**config.mk**
```make
export PLATFORM = sky130hd
export DESIGN_NAME = alarm_mute_timer_top
export DESIGN_NICKNAME = d
export VERILOG_FILES = /design/src/rtl/amt_pkg.sv /design/src/rtl/alarm_mute_timer_top.sv /design/src/rtl/amt_step.sv
export SDC_FILE = /design/constraint.sdc
export NUM_CORES = 1
export LEC_CHECK = 0
export ABC_AREA = 1
export BUFFER_PORTS_ARGS = -buffer_cell sky130_fd_sc_hd__buf_4
export CAP_MARGIN = 15
export CORE_MARGIN = 4
export CORE_UTILIZATION = 35
export DETAILED_ROUTE_END_ITERATION = 12
export GPL_ROUTABILITY_DRIVEN = 0
export PLACE_DENSITY = 0.61
export SYNTH_ARGS = -nofsm -noshare
export SYNTH_HDL_FRONTEND = slang
export SYNTH_SLANG_ARGS = --single-unit
```
**constraint.sdc**
```tcl
create_clock -name clk -period 17.9 [get_ports clk]
set_input_delay 0.895 -clock clk [delete_from_list [all_inputs] [get_ports clk]]
set_output_delay 0.895 -clock clk [all_outputs]
set_load 0.01 [all_outputs]
```
**src/rtl/amt_pkg.sv**
```systemverilog
// Package for the alarm mute timer: payload and state structs, codes and
// the event encoder. No dependencies; every rtl file imports it.

package amt_pkg;

  // Widths of the fields
  localparam int unsigned TimeW  = 32;
  localparam int unsigned SeqW   = 32;
  localparam int unsigned SrcW   = 4;
  localparam int unsigned EventW = 4;
  localparam int unsigned CfgW   = 32;

  // Configuration register indexes
  localparam logic CFG_MAX_DURATION = 1'b0;
  localparam logic CFG_INITIAL_SEQ  = 1'b1;

  // Reset values of the configuration registers
  localparam logic [TimeW-1:0] MAX_DURATION_RST = 32'd120000;
  localparam logic [SeqW-1:0]  INITIAL_SEQ_RST  = 32'd0;

  // Action codes
  localparam logic ACT_DIRECT    = 1'b0;
  localparam logic ACT_SEQUENCED = 1'b1;

  // Mute sources
  localparam logic [SrcW-1:0] SRC_INIT    = 4'd0;
  localparam logic [SrcW-1:0] SRC_USER_SW = 4'd1;
  localparam logic [SrcW-1:0] SRC_USER_HW = 4'd2;
  localparam logic [SrcW-1:0] SRC_TIMEOUT = 4'd3;

  // Event codes
  localparam logic [EventW-1:0] EV_NONE           = 4'd0;
  localparam logic [EventW-1:0] EV_MUTE_SW        = 4'd1;
  localparam logic [EventW-1:0] EV_MUTE_HW        = 4'd2;
  localparam logic [EventW-1:0] EV_MUTE_OTHER     = 4'd3;
  localparam logic [EventW-1:0] EV_UNMUTE_BASE    = 4'd4;
  localparam logic [EventW-1:0] EV_TIMEOUT        = 4'd7;
  localparam logic [EventW-1:0] EV_UNMUTE_UNKNOWN = 4'd12;

  typedef struct packed {
    logic             action;
    logic [TimeW-1:0] cmd_stamp;
    logic             want_mute;
    logic [SrcW-1:0]  mute_source;
    logic [SeqW-1:0]  request_seq;
  } amt_in_t;

  typedef struct packed {
    logic              mute_active;
    logic [SeqW-1:0]   seq_count;
    logic [SrcW-1:0]   last_source;
    logic [TimeW-1:0]  time_left;
    logic [EventW-1:0] first_event;
    logic [EventW-1:0] second_event;
  } amt_out_t;

  // Kept state of the timer
  typedef struct packed {
    logic             muted;
    logic [SeqW-1:0]  seq_count;
    logic [SrcW-1:0]  change_source;
    logic [TimeW-1:0] start_stamp;
  } amt_state_t;

  // Event code of a mute state change
  function automatic logic [EventW-1:0] amt_event(input logic muting,
                                                  input logic [SrcW-1:0] src);
    logic [EventW-1:0] code;
    if (muting) begin
      if (src == SRC_USER_SW) begin
        code = EV_MUTE_SW;
      end else if (src == SRC_USER_HW) begin
        code = EV_MUTE_HW;
      end else begin
        code = EV_MUTE_OTHER;
      end
    end else if (!src[SrcW-1]) begin
      code = EV_UNMUTE_BASE + src;
    end else begin
      code = EV_UNMUTE_UNKNOWN;
    end
    return code;
  endfunction

endpackage

```
**src/rtl/alarm_mute_timer_top.sv**
```systemverilog
// Top level of the alarm mute timer: input register, state, config
// registers and result register around amt_step. Depends on amt_pkg.
//
//   Channel   Ports                          Handshake
//   input     in_valid/in_ready/in_data      valid-ready, amt_in_t
//   result    out_valid/out_ready/out_data   valid-ready, amt_out_t
//   config    cfg_wr_en/cfg_index/cfg_data   write on enable, no wait
//
// One item per cycle sustained while the result side keeps taking results;
// the result register loads when the held item advances from the input
// register (input register, then one step of logic), and the result can then
// transfer out. State updates on the same edge that loads the result, so the
// next item sees it at once. Reset is synchronous, active low, and clears
// state and configuration. A stalled result holds the input register, which
// still takes one item while the result waits.

module alarm_mute_timer_top (
  input  logic                     clk,
  input  logic                     rst_n,
  input  logic                     in_valid,
  output logic                     in_ready,
  input  amt_pkg::amt_in_t         in_data,
  output logic                     out_valid,
  input  logic                     out_ready,
  output amt_pkg::amt_out_t        out_data,
  input  logic                     cfg_wr_en,
  input  logic                     cfg_index,
  input  logic [amt_pkg::CfgW-1:0] cfg_data
);
  import amt_pkg::*;

  logic             in_valid_r;
  amt_in_t          in_data_r;
  logic             out_valid_r;
  amt_out_t         out_data_r;
  amt_state_t       state_r;
  amt_state_t       state_nxt;
  amt_out_t         res_nxt;
  logic [TimeW-1:0] max_duration_r;
  logic             advance;

  // Move the input register on when the result register is free
  assign advance  = in_valid_r && (!out_valid_r || out_ready);
  assign in_ready = !in_valid_r || advance;

  // Hold the accepted item
  always_ff @(posedge clk) begin
    if (!rst_n) begin
      in_valid_r <= 1'b0;
    end else if (in_ready) begin
      in_valid_r <= in_valid;
    end
  end

  always_ff @(posedge clk) begin
    if (in_valid && in_ready) begin
      in_data_r <= in_data;
    end
  end

  amt_step u_step (
    .cur          (state_r),
    .item         (in_data_r),
    .max_duration (max_duration_r),
    .nxt          (state_nxt),
    .res          (res_nxt)
  );

  // Update state on advance; config loads the counter or the maximum duration
  always_ff @(posedge clk) begin
    if (!rst_n) begin
      state_r.muted         <= 1'b0;
      state_r.seq_count     <= INITIAL_SEQ_RST;
      state_r.change_source <= SRC_INIT;
      state_r.start_stamp   <= '0;
      max_duration_r        <= MAX_DURATION_RST;
    end else begin
      if (advance) begin
        state_r <= state_nxt;
      end
      if (cfg_wr_en) begin
        unique case (cfg_index)
          CFG_MAX_DURATION: max_duration_r    <= cfg_data;
          CFG_INITIAL_SEQ:  state_r.seq_count <= cfg_data;
          default: ;
        endcase
      end
    end
  end

  // Result register
  always_ff @(posedge clk) begin
    if (!rst_n) begin
      out_valid_r <= 1'b0;
    end else if (advance) begin
      out_valid_r <= 1'b1;
    end else if (out_ready) begin
      out_valid_r <= 1'b0;
    end
  end

  always_ff @(posedge clk) begin
    if (advance) begin
      out_data_r <= res_nxt;
    end
  end

  assign out_valid = out_valid_r;
  assign out_data  = out_data_r;

`ifndef ASSERT_OFF
  // Result register agrees with the kept state after a transfer
  a_result_matches_state: assert property (@(posedge clk) disable iff (!rst_n)
    advance && !cfg_wr_en |=> out_data_r.mute_active == state_r.muted &&
      out_data_r.seq_count == state_r.seq_count &&
      out_data_r.last_source == state_r.change_source)
    else $error("result differs from kept state");

  // A timeout event always leaves the timer unmuted by the timeout source
  a_timeout_unmutes: assert property (@(posedge clk) disable iff (!rst_n)
    out_valid_r && out_data_r.second_event != EV_NONE |->
      !out_data_r.mute_active && out_data_r.last_source == SRC_TIMEOUT)
    else $error("timeout event without timeout unmute");

  // A muted result never reports an expired timer
  a_muted_has_time: assert property (@(posedge clk) disable iff (!rst_n)
    out_valid_r && out_data_r.mute_active |-> out_data_r.time_left != '0)
    else $error("muted with no time left");

  // Input stalls only when both registers are occupied
  a_stall_only_full: assert property (@(posedge clk) disable iff (!rst_n)
    !in_ready |-> in_valid_r && out_valid_r && !out_ready)
    else $error("input stalled with free room");
`endif

endmodule

```
**src/rtl/amt_step.sv**
```systemverilog
// Combinational step of the alarm mute timer: applies one command, checks
// the timeout and forms the result. Depends on amt_pkg.

module amt_step (
  input  amt_pkg::amt_state_t       cur,
  input  amt_pkg::amt_in_t          item,
  input  logic [amt_pkg::TimeW-1:0] max_duration,
  output amt_pkg::amt_state_t       nxt,
  output amt_pkg::amt_out_t         res
);
  import amt_pkg::*;

  logic             take;
  logic             change;
  logic [SeqW-1:0]  seq_p1;
  logic [SeqW-1:0]  seq_p2;
  amt_state_t       mid;
  logic [TimeW-1:0] elapsed;
  logic [TimeW-1:0] left_mid;
  logic             timeout;
  logic [EventW-1:0] ev1;

  // Counter steps, both ready in parallel
  assign seq_p1 = cur.seq_count + SeqW'(1);
  assign seq_p2 = cur.seq_count + SeqW'(2);

  // Direct commands always pass; sequenced ones need the next number
  assign take   = (item.action == ACT_DIRECT) || (item.request_seq == seq_p1);
  assign change = take && (item.want_mute != cur.muted);

  // Apply the command
  always_comb begin
    mid = cur;
    ev1 = EV_NONE;
    if (change) begin
      mid.muted         = item.want_mute;
      mid.seq_count     = seq_p1;
      mid.change_source = item.mute_source;
      mid.start_stamp   = item.want_mute ? item.cmd_stamp : '0;
      ev1               = amt_event(item.want_mute, item.mute_source);
    end
  end

  // Remaining time, clamped at zero
  assign elapsed = item.cmd_stamp - mid.start_stamp;
  always_comb begin
    if (!mid.muted) begin
      left_mid = max_duration;
    end else if (elapsed >= max_duration) begin
      left_mid = '0;
    end else begin
      left_mid = max_duration - elapsed;
    end
  end

  assign timeout = mid.muted && (left_mid == '0);

  // Automatic unmute on expiry
  always_comb begin
    nxt              = mid;
    res.time_left    = left_mid;
    res.second_event = EV_NONE;
    if (timeout) begin
      nxt.muted         = 1'b0;
      nxt.seq_count     = change ? seq_p2 : seq_p1;
      nxt.change_source = SRC_TIMEOUT;
      nxt.start_stamp   = '0;
      res.time_left     = max_duration;
      res.second_event  = EV_TIMEOUT;
    end
    res.mute_active = nxt.muted;
    res.seq_count   = nxt.seq_count;
    res.last_source = nxt.change_source;
    res.first_event = ev1;
  end

endmodule

```
# After elaboration in Yosys (flattened, before gate mapping)
# Cells that the tools add are included.
dict set report totals {
  register_bits 250
  in_bits 108
  output_inout_bits 79
  word_cells 59
}
dict set report op_classes {
  add_sub_neg 5
  n_lt_le_gt_ge 1
  n_eq_ne 4
  n_mux 17
  n_bitwise 2
  n_reduce_logical 12
}
# cell count
set ops {}
lappend ops {{$mux 32} 7}
lappend ops {{$mux 69} 2}
lappend ops {{$mux 68} 1}
lappend ops {{$sub 32x32->32} 2}
lappend ops {{$add 32x1->32 const B} 1}
lappend ops {{$add 32x2->32 const B} 1}
lappend ops {{$eq 32x32->1} 1}
lappend ops {{$ge 32x32->1} 1}
lappend ops {{$logic_not 32->1} 1}
lappend ops {{$mux 4} 3}
lappend ops {{$add 3x4->4 const A} 1}
lappend ops {{$eq 4x1->1 const B} 1}
lappend ops {{$eq 4x2->1 const B} 1}
lappend ops {{$logic_and 1x1->1} 4}
lappend ops {{$logic_or 1x1->1} 3}
lappend ops {{$mux 1} 3}
lappend ops {{$mux 3} 1}
lappend ops {{$logic_not 1->1} 2}
lappend ops {{$not 1->1} 2}
lappend ops {{$reduce_and 2->1} 1}
lappend ops {{$reduce_bool 2->1} 1}
lappend ops {{$ne 1x1->1} 1}

# Depth between registers and ports, before layout
dict set report depth {
  word_depth 15
  ltp_mapped 62
  depth_no_buf 58
}

# By module
# A second synthesis with hierarchy kept.
dict set report unflattened {
  cells_unflattened 2472
  hier_area_um2 17405.4
}
# mod instances cells_each area_each_um2 seq_area_each_um2
set by_module_without_submodules {}
lappend by_module_without_submodules {amt_step 1 1732 8739.6 0.0}
lappend by_module_without_submodules {alarm_mute_timer_top 1 740 8665.8 6476.2}

# Least setup slack after synthesis
# No wires, ideal clock.
dict set report synth_path {
  path_type {register to register}
  startpoint {register state_r[38] (netlist bit)}
  endpoint {register out_data_r, in the netlist out_data[29], data pin}
  setup_time_ps 264
  arrival_ps 8384
  required_time_ps 17636
  path_slack_ps 9253
  stages_incl_launch_ff 55
  path_buffers 5
  synth_period_minus_slack_ps 8647
  path_cell_list {dfxtp_1 ha_1 nand2_1 nor2_8 nand2_4 nor2_4 nand3_1 nand2_1 nand2_1 nand2_1 nor2_1 nand2_1 nor2_1 nand3_1 nand2_2 nand2_1 nor2_1 nor2_1 [... 19 more ...] ha_1 inv_1 nor3_1 and3_1 nand2_1 a21boi_2 buf_2 nand2_1 o21ai_1 nand2_1 nand2_1 nor2_1 nand2_1 nor2_2 nand3_2 buf_2 clkbuf_1 o21ai_0}
}
# element line
set synth_lines {}
lappend synth_lines {{from (decl)} alarm_mute_timer_top.sv:36} ;# amt_state_t state_r;
lappend synth_lines {{from (signal assigned)} alarm_mute_timer_top.sv:79} ;# state_r <= state_nxt;
lappend synth_lines {{to (signal assigned)} alarm_mute_timer_top.sv:104} ;# out_data_r <= res_nxt;
lappend synth_lines {{to (decl)} alarm_mute_timer_top.sv:35} ;# amt_out_t out_data_r;

==> results.yml <==
timing:
  rsz0062_at_grt: "no"
  period_minus_slack_ns: 12.76
  drv_slew: 0
  slew-limit-headroom: 0.336
  clock_skew_ns: 0.0227
  finalWorstSetupSlack_ns: 5.14
  clock.fmax_ghz: 0.0784
  tightest_slew_ns: 0.996
  fin_setup_tns_ns: 0
  fin_crit_sh: 0.713
  setup_viol: 0
  hold_violations: 0
die:
  dieArea_um2: 50100
  rows: 78
  chipWidth_um: 224
  coreArea_um2: 45800
  start_util: 0.357
  io_pins: 187
  fp.dieH_um: 224
logic_synthesis:
  syn_nets: 2464
  yosysSeqAreaShare: 0.391
  yosys_most_used_dff: "edfxtp_1"
  yosysWarnings: 0
  async_reset_ff_frac: 0
  syn_area_um2: 16300
  synth_common_cells: "687 x nand2_1, 275 x inv_1, 203 x a21oi_1"
  synth-edff-count: 144
  synthTopCellsByArea: "edfxtp_1 26%, nand2_1 16%, dfxtp_1 13%, inv_1 6.3%, a21oi_1 6.2%"
  syn-instance-count: 2289
  synth_area_per_cell_um2: 7.13
  yosysTopAreaCell: "edfxtp_1"
  synth.top_cell.area_share: 0.265
  ys_ff_latch: 247
  yosysMostFrequentCell: "nand2_1"
  yosysUniqueCellTypes: 50
clock_network:
  cts.repair.resized: 0
  clockRootBuffer: "clkbuf_16"
  clk_path_buf_depth: 3
  htreeDepth: 1
  clk_pin_slew_ns: 0.06
  ctsHoldBuffers: 0
  cts_made_buffers: 29
  cts_tree: "done"
  clock_latency_ns: 0.58
  clock_sinks: 247
  postCtsSetupRepairBufs: 0
detailed_routing:
  drtIter0Drc: 1650
  wl_per_cell_um: 18.3
  drc: 0
  num_vias: 16100
  routed_wl_um: 55900
  viasPerCell: 5.28
  postRouteAntennaNets: 0
  dr.pass1.iters: 6
pwr:
  peakVddDrop_mv: 0.0725
  power.density_nw_per_um2: 90.6
  finalPower_mw: 1.73
  power.leakage_nw: 8.14
setup_path:
  cp_slowest_stage_delay_ns: 0.82
  worstPathRequired_ns: 18.23
  critPathSlowestCell: "nand3_2"
  cpMostUsedCell: "nand2_1"
  critPathKind: "reg2reg"
  endpoint_kind: "flip-flop"
  cp-start-kind: "flip-flop"
  reg2regPathDepth: 53
  cp_max_fo: 60
  critPathArrivalTime_ns: 13.09
  rr_startpoint: "state_r[36]"
  crit_start: "state_r[36]"
  endpoint: "out_data[44]"
  rrSetupSlack_ns: 5.14
  timing.rr.end: "out_data[44]"
final_layout:
  layout.nets: 2602
  syn_to_final_growth_pct: 16.9
  num-fill-cells: 4656
  drive_gt1_frac: 0.124
  antennaDiodeCount: 0
global_routing:
  overflow: 0
  grt_pass1_wl_um: 85500
  grt_max_degree: 92
  grt_pass1_vias: 15000
  grtUsageTotal: 0.213
  antenna_found_initial: 0
flow_run:
  maxCapViolations: 0
placement:
  io_buffers: 185
  pre_cts_ws_ns: 5.55
  dp_hpwl_um: 42700
min_path:
  hp-class: "reg2reg"
status:
  outcome: "finished clean"
[area by class of cell]
cell class / instances / area, um^2 / share of cell area
multi-input cells: 1672 / 8460 / 0.444
inverters: 279 / 1050 / 0.0550
clock inverters: 14 / 136 / 0.00715
flip-flops and latches: 247 / 6390 / 0.335
repair buffers: 198 / 1490 / 0.0781
well taps: 600 / 751 / 0.0394
clock buffers: 40 / 797 / 0.0418
[metal layers]
metal	vias up	GRT usage	part of all wire
li1	7816	-	-
met1	7408	0.316	0.46
met2	760	0.313	0.41
met3	106	0.0423	0.092
met4	0	0.0670	0.033
met5	-	0	0
[worst max-delay path: cells and delay by family, from the launching register on]
family	cells	cell delay, ns
and+or+nand+nor	29	5.58
AOI/OAI and AO/OA	14	3.31
buffers and inverters	6	1.75
adders and majority gates	3	1.07
DFF	1	0.55
xor gates and xnor gates	1	0.17
[how the worst min path moves through the flow]
stage                start  slack, ns      endpoint  cells after the start
2_1_floorplan  state_r[10]       0.45   state_r[10]                      2
3_3_place_gp   state_r[25]       0.45   state_r[25]                      2
3_5_place_dp   state_r[31]       0.46   state_r[31]                      2
4_1_cts         in_data[5]       0.46  in_data_r[5]                      1
5_1_grt         in_data[3]       0.47  in_data_r[3]                      1
6_report        state_r[4]       0.46    state_r[4]                      2
[report_power, final]
part,switching (mW),internal [mW]
clock,0.246,0.340
sequential,0.0301,0.642
combinational,0.305,0.164
[flip-flops by register name (all words and copies together) (netlist names)]
signal	flops
max_duration_r	32
in_valid_r	1
in_data_r	70
out_valid	1
out_data	74
state_r	69
[through the flow]
step	cell area, um^2	instances	hold WS, ns	util
after floorplan	16300	2289	0.445	-
after CTS	19100	3049	0.464	0.416
after detailed placement	18100	2995	0.457	0.396
after global placement	18100	2995	0.451	0.396
after global routing	19100	3050	0.471	0.417
final	19100	3050	0.464	0.417
[cell families (layout without fill, tap and decap cells)]
logic type | after synthesis | count (layout) | share of synthesized area
AOI/OAI and AO/OA | 468 | 468 | 0.154
DFF | 247 | 247 | 0.391
buffers and inverters | 370 | 531 | 0.0908
adders and majority gates | 67 | 67 | 0.0523
and+or+nand+nor | 1068 | 1068 | 0.274
xor gates and xnor gates | 68 | 68 | 0.0374
other | 1 | 1 | 0.000230
[layout by cell type (no fill, tap or decap), types with 4 or more instances in the layout]
cell	instances
nand4_1	24
o21a_1	9
o21ai_0	179
nor3_1	8
xor2_1	50
a21o_1	6
inv_2	5
xnor2_1	17
o21ai_1	5
a21boi_0	8
inv_1	272
nand2_2	8
nand3b_1	9
nor4_1	4
a31oi_1	7
nor2_4	5
nor2_1	142
nand2_1	686
nor2_2	11
clkbuf_1	8
ha_1	65
nand3_1	140
clkbuf_16	29
o22ai_1	29
dfxtp_1	103
or2_2	24
clkinv_2	7
edfxtp_1	144
buf_4	197
o211ai_1	10
a21oi_1	203
No activity file was read; power rests on OpenSTA's default activity.
